<file path="src/design/dwmf_pkg.sv">
`timescale 1ns / 1ps

package dwmf_pkg;

   // Sizes
   localparam int MaxWindow     = 16;
   localparam int MaxLine       = 4096;
   localparam int ByteWidth     = 8;
   localparam int WinLenWidth   = 5;
   localparam int PosWidth      = 13;
   localparam int FillWidth     = $clog2(MaxWindow + 1);
   localparam int CellIdxWidth  = $clog2(MaxWindow);
   localparam int LineCntWidth  = $clog2(MaxLine + 1);

   localparam logic [WinLenWidth-1:0] WinLenReset = WinLenWidth'(4);

   // Line terminators
   localparam logic [ByteWidth-1:0] TermNewline = 8'h0A;
   localparam logic [ByteWidth-1:0] TermNul     = 8'h00;

   // Controller states
   typedef enum logic {
      ST_SEARCH,
      ST_SKIP
   } state_type;

   // Controller -> datapath
   typedef struct packed {
      logic shift;       // take the byte into the run
      logic clear_line;  // terminator: empty run, zero line count
      logic emit;        // load the result register
      logic emit_found;  // result is a find
   } cmd_type;

   // Datapath -> controller
   typedef struct packed {
      logic is_term;     // byte is newline or NUL
      logic overrun;     // line already holds MaxLine bytes
      logic hit;         // run reaches the window after this byte
   } status_type;

endpackage

</file>
<file path="src/design/dwmf_req_if.sv">
`timescale 1ns / 1ps

interface dwmf_req_if;
   logic                              valid;
   logic                              ready;
   logic [dwmf_pkg::ByteWidth-1:0]    data_byte;

   modport source (output valid, output data_byte, input ready);
   modport sink   (input valid, input data_byte, output ready);
endinterface

</file>
<file path="src/design/dwmf_rsp_if.sv">
`timescale 1ns / 1ps

interface dwmf_rsp_if;
   logic                              valid;
   logic                              ready;
   logic                              found;
   logic [dwmf_pkg::PosWidth-1:0]     position;

   modport source (output valid, output found, output position, input ready);
   modport sink   (input valid, input found, input position, output ready);
endinterface

</file>
<file path="src/design/dwmf_datapath.sv">
`timescale 1ns / 1ps

module dwmf_datapath (
   input  logic                                clock,
   input  logic                                reset,
   input  logic [dwmf_pkg::ByteWidth-1:0]      data_byte,
   input  logic                                csr_we,
   input  logic [dwmf_pkg::WinLenWidth-1:0]    csr_wdata,
   input  dwmf_pkg::cmd_type                   cmd,
   output dwmf_pkg::status_type                status,
   output logic                                found,
   output logic [dwmf_pkg::PosWidth-1:0]       position
);

   // Run of distinct bytes, newest in cell 0
   logic [dwmf_pkg::ByteWidth-1:0]    cell_ff [dwmf_pkg::MaxWindow];
   logic [dwmf_pkg::FillWidth-1:0]    fill_ff;
   logic [dwmf_pkg::FillWidth-1:0]    fill_in;
   logic [dwmf_pkg::LineCntWidth-1:0] count_ff;
   logic [dwmf_pkg::LineCntWidth-1:0] count_in;
   logic [dwmf_pkg::WinLenWidth-1:0]  win_len_ff;
   logic                              found_ff;
   logic [dwmf_pkg::PosWidth-1:0]     pos_ff;

   logic                              match_any;
   logic [dwmf_pkg::CellIdxWidth-1:0] match_idx;
   logic [dwmf_pkg::FillWidth-1:0]    need;

   // Compare the new byte with every live cell; at most one can match
   always_comb begin
      match_any = 1'b0;
      match_idx = '0;
      for (int j = dwmf_pkg::MaxWindow - 1; j >= 0; j--) begin
         if ((dwmf_pkg::FillWidth'(j) < fill_ff) && (cell_ff[j] == data_byte)) begin
            match_any = 1'b1;
            match_idx = dwmf_pkg::CellIdxWidth'(j);
         end
      end
   end

   // Run length after the byte: a repeat keeps only the newer cells
   always_comb begin
      if (match_any) begin
         fill_in = dwmf_pkg::FillWidth'(match_idx) + dwmf_pkg::FillWidth'(1);
      end else if (fill_ff >= dwmf_pkg::FillWidth'(dwmf_pkg::MaxWindow)) begin
         fill_in = dwmf_pkg::FillWidth'(dwmf_pkg::MaxWindow);
      end else begin
         fill_in = fill_ff + dwmf_pkg::FillWidth'(1);
      end
   end

   // Effective window: zero acts as one, clamp at the cell count
   always_comb begin
      if (win_len_ff == '0) begin
         need = dwmf_pkg::FillWidth'(1);
      end else if (dwmf_pkg::FillWidth'(win_len_ff) > dwmf_pkg::FillWidth'(dwmf_pkg::MaxWindow)) begin
         need = dwmf_pkg::FillWidth'(dwmf_pkg::MaxWindow);
      end else begin
         need = dwmf_pkg::FillWidth'(win_len_ff);
      end
   end

   assign count_in       = count_ff + dwmf_pkg::LineCntWidth'(1);
   assign status.is_term = (data_byte == dwmf_pkg::TermNewline) ||
                           (data_byte == dwmf_pkg::TermNul);
   assign status.overrun = (count_ff >= dwmf_pkg::LineCntWidth'(dwmf_pkg::MaxLine));
   assign status.hit     = (fill_in >= need);

   // Shift line
   always_ff @(posedge clock) begin
      if (cmd.shift) begin
         cell_ff[0] <= data_byte;
         for (int j = 1; j < dwmf_pkg::MaxWindow; j++) begin
            cell_ff[j] <= cell_ff[j-1];
         end
      end
   end

   // Line state
   always_ff @(posedge clock) begin
      if (reset) begin
         fill_ff  <= '0;
         count_ff <= '0;
      end else if (cmd.clear_line) begin
         fill_ff  <= '0;
         count_ff <= '0;
      end else if (cmd.shift) begin
         fill_ff  <= fill_in;
         count_ff <= count_in;
      end
   end

   // Window length register
   always_ff @(posedge clock) begin
      if (reset) begin
         win_len_ff <= dwmf_pkg::WinLenReset;
      end else if (csr_we) begin
         win_len_ff <= csr_wdata;
      end
   end

   // Result register
   always_ff @(posedge clock) begin
      if (cmd.emit) begin
         found_ff <= cmd.emit_found;
         pos_ff   <= cmd.emit_found ? count_in[dwmf_pkg::PosWidth-1:0] : '0;
      end
   end

   assign found    = found_ff;
   assign position = pos_ff;

endmodule

</file>
<file path="src/design/dwmf_ctrl.sv">
`timescale 1ns / 1ps

module dwmf_ctrl (
   input  logic                  clock,
   input  logic                  reset,
   input  logic                  req_valid,
   output logic                  req_ready,
   output logic                  rsp_valid,
   input  logic                  rsp_ready,
   input  dwmf_pkg::status_type  status,
   output dwmf_pkg::cmd_type     cmd
);

   dwmf_pkg::state_type state_ff;
   dwmf_pkg::state_type state_in;
   logic                rsp_valid_ff;
   logic                rsp_valid_in;
   logic                take;

   // One result register: take a byte unless it is full and not drained
   assign req_ready = !rsp_valid_ff || rsp_ready;
   assign take      = req_valid && req_ready;

   // Next state
   always_comb begin
      state_in = state_ff;
      if (take) begin
         unique case (state_ff)
            dwmf_pkg::ST_SEARCH: begin
               if (status.is_term) begin
                  state_in = dwmf_pkg::ST_SEARCH;
               end else if (status.overrun || status.hit) begin
                  state_in = dwmf_pkg::ST_SKIP;
               end
            end
            dwmf_pkg::ST_SKIP: begin
               if (status.is_term) begin
                  state_in = dwmf_pkg::ST_SEARCH;
               end
            end
            default: state_in = dwmf_pkg::ST_SEARCH;
         endcase
      end
   end

   // Commands
   always_comb begin
      cmd = '0;
      if (take) begin
         cmd.clear_line = status.is_term;
         unique case (state_ff)
            dwmf_pkg::ST_SEARCH: begin
               if (status.is_term || status.overrun) begin
                  cmd.emit = 1'b1;
               end else begin
                  cmd.shift      = 1'b1;
                  cmd.emit       = status.hit;
                  cmd.emit_found = status.hit;
               end
            end
            dwmf_pkg::ST_SKIP: begin
               cmd.shift = 1'b0;
            end
            default: cmd.emit = 1'b0;
         endcase
      end
   end

   // Result valid: set on a new result, cleared when taken
   always_comb begin
      rsp_valid_in = rsp_valid_ff;
      if (cmd.emit) begin
         rsp_valid_in = 1'b1;
      end else if (rsp_ready) begin
         rsp_valid_in = 1'b0;
      end
   end

   always_ff @(posedge clock) begin
      if (reset) begin
         state_ff     <= dwmf_pkg::ST_SEARCH;
         rsp_valid_ff <= 1'b0;
      end else begin
         state_ff     <= state_in;
         rsp_valid_ff <= rsp_valid_in;
      end
   end

   assign rsp_valid = rsp_valid_ff;

endmodule

</file>
<file path="src/design/distinct_window_marker_finder_core.sv">
`timescale 1ns / 1ps

// Channel  Dir  Item contents
// req_ch   in   data_byte[7:0]
// rsp_ch   out  found, position[12:0]
// csr_*    in   csr_we, csr_wdata[4:0] (window length)
//
// One byte is taken per cycle unless req_ch stalls; its result, if any,
// shows on rsp_ch the next cycle from a single result register.
// The run compare checks all 16 cells at once against the new byte.
// A waiting result stalls req_ch only if rsp_ch is not taking it.
// Reset is synchronous, active high; window length returns to 4.

module distinct_window_marker_finder_core (
   input  logic                               clock,
   input  logic                               reset,
   dwmf_req_if.sink                           req_ch,
   dwmf_rsp_if.source                         rsp_ch,
   input  logic                               csr_we,
   input  logic [dwmf_pkg::WinLenWidth-1:0]   csr_wdata
);

   dwmf_pkg::cmd_type    cmd;
   dwmf_pkg::status_type status;
   logic                 req_ready;
   logic                 rsp_valid;
   logic                 found;
   logic [dwmf_pkg::PosWidth-1:0] position;

   // Sequencer
   dwmf_ctrl u_ctrl (
      .clock     (clock),
      .reset     (reset),
      .req_valid (req_ch.valid),
      .req_ready (req_ready),
      .rsp_valid (rsp_valid),
      .rsp_ready (rsp_ch.ready),
      .status    (status),
      .cmd       (cmd)
   );

   // Run, counters and result
   dwmf_datapath u_datapath (
      .clock     (clock),
      .reset     (reset),
      .data_byte (req_ch.data_byte),
      .csr_we    (csr_we),
      .csr_wdata (csr_wdata),
      .cmd       (cmd),
      .status    (status),
      .found     (found),
      .position  (position)
   );

   assign req_ch.ready    = req_ready;
   assign rsp_ch.valid    = rsp_valid;
   assign rsp_ch.found    = found;
   assign rsp_ch.position = position;

endmodule

</file>
<file path="src/flat_wrapper.sv">
// flat-port wrapper written by rule: the top's interface ports become plain ports
module distinct_window_marker_finder_core_flat 
  (clock, reset, csr_we, csr_wdata, req_ch_valid, req_ch_data_byte, req_ch_ready, rsp_ch_valid, rsp_ch_found, rsp_ch_position, rsp_ch_ready);
  dwmf_req_if req_ch_i ();
  dwmf_rsp_if rsp_ch_i ();
  input  logic clock;
  input  logic reset;
  input  logic csr_we;
  input  logic [dwmf_pkg::WinLenWidth-1:0] csr_wdata;
  input wire logic [$bits(req_ch_i.valid)-1:0] req_ch_valid;
  input wire logic [$bits(req_ch_i.data_byte)-1:0] req_ch_data_byte;
  output wire logic [$bits(req_ch_i.ready)-1:0] req_ch_ready;
  output wire logic [$bits(rsp_ch_i.valid)-1:0] rsp_ch_valid;
  output wire logic [$bits(rsp_ch_i.found)-1:0] rsp_ch_found;
  output wire logic [$bits(rsp_ch_i.position)-1:0] rsp_ch_position;
  input wire logic [$bits(rsp_ch_i.ready)-1:0] rsp_ch_ready;
  assign req_ch_i.valid = req_ch_valid;
  assign req_ch_i.data_byte = req_ch_data_byte;
  assign req_ch_ready = req_ch_i.ready;
  assign rsp_ch_valid = rsp_ch_i.valid;
  assign rsp_ch_found = rsp_ch_i.found;
  assign rsp_ch_position = rsp_ch_i.position;
  assign rsp_ch_i.ready = rsp_ch_ready;
  distinct_window_marker_finder_core u_core (.clock(clock), .reset(reset), .req_ch(req_ch_i), .rsp_ch(rsp_ch_i), .csr_we(csr_we), .csr_wdata(csr_wdata));
endmodule
</file>
<file path="config.mk">
export PLATFORM = sky130hd
export DESIGN_NAME = distinct_window_marker_finder_core_flat
export DESIGN_NICKNAME = d
export VERILOG_FILES = /design/src/design/dwmf_pkg.sv /design/src/design/dwmf_req_if.sv /design/src/design/dwmf_rsp_if.sv /design/src/design/dwmf_datapath.sv /design/src/design/dwmf_ctrl.sv /design/src/design/distinct_window_marker_finder_core.sv /design/src/flat_wrapper.sv
export SDC_FILE = /design/constraint.sdc
export NUM_CORES = 1
export LEC_CHECK = 0
export ABC_CLOCK_PERIOD_IN_PS = 12400
export BUFFER_PORTS_ARGS = -buffer_cell sky130_fd_sc_hd__buf_2
export CORE_ASPECT_RATIO = 0.9
export CORE_MARGIN = 2
export CORE_UTILIZATION = 45
export DETAILED_ROUTE_END_ITERATION = 8
export PLACE_DENSITY = 0.6
export RECOVER_POWER = 50
export SLEW_MARGIN = 20
export SYNTH_ARGS = -nofsm -noshare
export SYNTH_HDL_FRONTEND = slang
export SYNTH_SLANG_ARGS = --single-unit
</file>
<file path="constraint.sdc">
create_clock -name clock -period 12.4 [get_ports clock]
set_input_delay 2.48 -clock clock [delete_from_list [all_inputs] [get_ports clock]]
set_output_delay 2.48 -clock clock [all_outputs]
set_load 0.02 [all_outputs]
</file>
# [Word level (Yosys, flattened, before mapping)]
# Memory sizes are Yosys's and may differ from the RTL's.
# Cells that the tools add are included.
[word_totals] in_bits=18 ram_bits=128 reg_bits=39 output_inout_bits=16 word_cells=125 memories=1
[mem_list] name="u_core.u_datapath.cell_ff" depth=16 word_bits=8 read_ports=16 rd_clocked_by_memory_dff=0 write_ports=16 line_no="dwmf_datapath.sv:16" text="logic [dwmf_pkg::ByteWidth-1:0] cell_ff [dwmf_pkg::MaxWindow];"
[classes] reduce_logical=26 bitwise_logic=1 n_eq_ne=17 add_sub_neg=3 n_mux=50 n_lt_le_gt_ge=20
[ops] operator="$eq 8x8->1" count=16
[ops] operator="$mux 4" count=17
[ops] operator="$lt 4x5->1 const A" count=8
[ops] operator="$mux 1" count=26
[ops] operator="$lt 3x5->1 const A" count=4
[ops] operator="$mux 5" count=4
[ops] operator="$logic_and 1x1->1" count=17
[ops] operator="$add 13x1->13 const B" count=1
[ops] operator="$ge 13x13->1 const B" count=1
[ops] operator="$lt 1x5->1 const A" count=2
[ops] operator="$lt 2x5->1 const A" count=2
[ops] operator="$eq 8x4->1 const B" count=1
[ops] operator="$logic_not 8->1" count=1
[ops] operator="$add 4x1->5 const B" count=1
[ops] operator="$add 5x1->5 const B" count=1
[ops] operator="$ge 5x5->1" count=1
[ops] operator="$ge 5x5->1 const B" count=1
[ops] operator="$gt 5x5->1 const B" count=1
[ops] operator="$logic_not 5->1" count=1
[ops] operator="$logic_or 1x1->1" count=4
[ops] operator="$pmux 1 s2" count=2
[ops] operator="$mux 2" count=1
[ops] operator="$reduce_bool 2->1" count=1
[ops] operator="$reduce_or 2->1" count=1
[ops] operator="2 further kinds" count=2

# [Logic depth before layout (Yosys ltp)]
[logic_depth] depth_word=26 mapped_depth=20 depth_no_buf=18

# [Hierarchy]
# From an unflattened synthesis, not the netlist that was laid out.
[hier_totals] hier_cells=597 hier_area_um2=7960.1
[by_module_without_submodules] module="dwmf_datapath" cells_each=580 area_per_inst_um2=7811.2 seq_area_each_um2=4724.5 instances=1
[by_module_without_submodules] module="dwmf_ctrl" cells_each=17 area_per_inst_um2=148.9 seq_area_each_um2=40.0 instances=1

# [Worst setup path before layout]
# OpenSTA, ideal clock, no wires.
[synth_timing] path_kind="input -> register" startpoint="input port req_ch_data_byte[1]" endpoint="register u_core.u_datapath.count_ff[10] (netlist bit)" arrival_ps=7705 setup_time_ps=128 path_buffers=3 t_required_ps=12272 cell_stages=10 setup_slack_ps=4568 cell_sequence="buf_2 buf_2 xnor2_1 a31oi_1 nand2_1 inv_2 clkbuf_1 nand2_1 xor2_1 nor2_1"
[synth_lines] item="from (decl)" line_no="flat_wrapper.sv:11" text="input wire logic [$bits(req_ch_i.data_byte)-1:0] req_ch_data_byte;"
[synth_lines] item="to (signal assigned)" line_no="dwmf_datapath.sv:89" text="count_ff <= count_in;"
[synth_lines] item="to (decl)" line_no="dwmf_datapath.sv:19" text="logic [dwmf_pkg::LineCntWidth-1:0] count_ff;"

==> summary.md <==
| Metric | Value |
|---|---|
| Most common cell after layout, fill and taps aside | `edfxtp_1` |
| TritonCTS clock tree | `built` |
| Initial antenna violation count | `0` |
| Ant diodes | `0` |
| Fmax | `115 MHz` |
| Hold Vio Cnt, Final | `0` |
| Avg Cell Area, Syn | `13.0 um2` |
| CTS sink count | `167` |
| RSZ-0062 raised after global routing | `no` |
| Port Buffer Count | `33` |
| Num rows | `45` |
| Outcome | `finished, violations left` |
| Fillers | `1436` |
| Vias in the first global route | `4499` |
| Post-synth EDFFs | `142` |
| Min cycle time layout | `8720 ps` |
| Synth area leader | `edfxtp_1` |
| FF-to-FF setup slack | `6640 ps` |
| Register area | `4760 um2` |
| DR pass1 iterations | `5` |
| Synth top area cells | `edfxtp_1 (56%), xnor2_1 (14%), dfxtp_1 (6.6%), xor2_1 (3.9%), nor2_1 (2.5%)` |
| Post_cts resized | `0` |
| Period utilization | `70.3%` |
| DRT antenna net count | `0` |
| Multi-input logic area | `2710 um2` |
| Total Neg Setup Slack | `0 ps` |
| Die H | `128 um` |
| Top FF cell, synth | `edfxtp_1` |
| Final Skew | `6.60 ps` |
| Routability cong. | `0.823` |
| Post-CTS setup buffer count | `0` |
| Crit path kind | `primary input to flip-flop` |
| Worst hold slack | `471 ps` |
| Synth Area in Compound Gates | `4.18%` |
| Vias per cell | `5.30` |
| DRC Markers | `0` |
| HP Class | `flip-flop to flip-flop` |
| Final HPWL DP | `10100 um` |
| Synth Area in Simple Gates | `about an eighth` |
| Final setup fails | `0` |
| H-tree lvl count | `4` |
| Total power | `approximately 0.0014 W` |
| WP data arrival | `between 8000 and 9000 ps` |
| Post-synth ARST share | `0%` |
| Post-Syn Instances | `585` |
| Syn_nets | `611` |
| Synth Warn # | `0` |
| Clk Latency, worst-skew pair | `430 ps` |
| Actual slew at the worst max-slew pin | `approximately 3200 ps` |
| Die X | `around 140 um` |
| Mapped Area | `7630 um2` |
| Failing checks | `capacitance limit, slew limit` |
| Crit start category | `primary input` |
| Hold Buf Count CTS | `0` |
| DRT iter0 DRCs | `270` |
| Number of synthesized register bits | `roughly 170` |
| Max VDD drop | `0.0000989 V` |
| Part of the Yosys area used for sequential elements | `62.5%` |
| Adder-cell share of the synthesized area | `under 10%` |
| CP required | `12590 ps` |
| Core Footprint | `approximately 17000 um2` |
| Cts bufs inserted | `17` |
| Effective utilization at floorplan | `45.6%` |
| Distinct cell type count after synthesis | `52` |
| Full die area | `18000 um2` |
| CP max FO | `77` |
| Routed wire length | `between 15000 and 20000 um` |
| Nets | `638` |
| Commonest non-fill, non-tap cells in the layout | `edfxtp_1 (142), xnor2_1 (118), nor2_1 (51)` |
| Clock slew at reported path FFs | `60 ps` |
| Crit end category | `flip-flop` |
| Share of layout cells above drive strength 1 | `about 8%` |
| Max Slew Vio Count | `~120` |
| Largest net degree at the start of global routing | `78` |
| First-pass GRT wire length | `24200 um` |
| Combinational family with the most area after synthesis | `XOR/XNOR gates` |
| I/O pins | `34` |
| Wirelength per Cell | `18.1 um` |
| Max_cap viols | `3` |
| Via Count | `around 4400` |
| Clk root buf | `clkbuf_16` |
| Post-synthesis mux area share | `less than 1%` |
| Pwr dens | `164 nW/um2` |
| Synth Area in XOR/XNOR | `17.5%` |
| Synthesis-to-finish area growth | `11.3%` |
| Slew headroom | `-116%` |
| Clock Path Buffers | `2` |
| Leak | `roughly 2.8 nW` |
| Synth top area share | `55.9%` |
| GRT overflow | `0` |
| Total track usage | `17.8%` |
## Yosys cell counts (all sizes together), types with 4 or more instances
cell type and count:
edfxtp 142, xnor2 118, nor2 51, xor2 34, nand2 28, dfxtp 25
nand4 22, buf 17, a21oi 13, nand3 12, nor3 12, nor4 11
clkbuf 10, and3 8, ha 8, inv 6, or3 6, a31oi 5
mux2i 5, nand2b 5, nor2b 5, o21ai 5, or2 4
## final cells by class
| type | instances | share of cell area, % |
|---|---|---|
| flip-flops and latches | 167 | 56.1 |
| multi-input cells | 385 | 31.9 |
| clock buffers | 18 | 5.06 |
| well taps | 211 | 3.11 |
| clock inverters | 14 | 1.77 |
| repair buffers | 35 | 1.77 |
| inverters | 6 | 0.280 |
## registers in the layout (all words and copies together), names as in the netlist
register                      count
u_core.u_datapath.position       13
u_core.u_datapath.fill_ff         5
u_core.u_ctrl.rsp_valid           1
u_core.u_datapath.count_ff       13
u_core.u_datapath.win_len_ff      5
u_core.u_ctrl.state_ff            1
u_core.u_datapath.cell_ff       128
u_core.u_datapath.found           1
## critical path, cell delays in order
cell	delay [ps]
clkbuf_1	1060
xnor2_1	260
a31oi_1	150
nand2_1	360
clkinvlp_2	2540
nand2b_1	1690
inv_1	130
and2_1	210
## power breakdown
group / switching, W / total [W] / internal, W
Clock: 0.000221 / 0.000519 / 0.000298
Combinational: 0.0000836 / 0.000141 / 0.0000578
Sequential: 0.0000418 / 0.000731 / 0.000689
## routing by layer
| metal | GRT usage (%) | part of all wire [%] | vias up |
|---|---|---|---|
| met5 | 0 | 0 | - |
| met4 | 6.65 | 1.6 | 0 |
| met3 | 3.90 | 3.3 | 21 |
| met2 | 28.9 | 48 | 74 |
| met1 | 23.7 | 47 | 2185 |
| li1 | - | - | 2149 |
## kinds of logic (layout without fill, tap and decap cells)
logic type | after synthesis | in the layout
xor gates and xnor gates | 152 | 152
adders and majority gates | 8 | 8
DFF | 167 | 167
muxes | 6 | 6
and+or+nand+nor | 174 | 174
AOI/OAI and AO/OA | 45 | 45
buffers and inverters | 33 | 73
## worst paths after layout
path	start	to	cells after the start
setup / recovery	req_ch_data_byte[1]	u_core.u_datapath.position[1]	8
hold / removal	u_core.u_datapath.cell_ff[1][54]	u_core.u_datapath.cell_ff[1][62]	0
setup reg to reg	u_core.u_ctrl.rsp_valid	u_core.u_datapath.position[1]	8
hold reg to reg	u_core.u_datapath.cell_ff[1][54]	u_core.u_datapath.cell_ff[1][62]	0
## metrics by stage
step                      util [%]  area (um2)  std cells  setup slack (ps)
after global routing          50.8        8490        836              2840
after detailed placement      47.5        7940        804              5310
after floorplan                  -        7630        585              4570
after global placement        47.5        7940        804              5430
after CTS                     51.0        8520        836              5750
final                         50.8        8490        836              3680
Note: power is estimated with default switching activity, not from simulation.
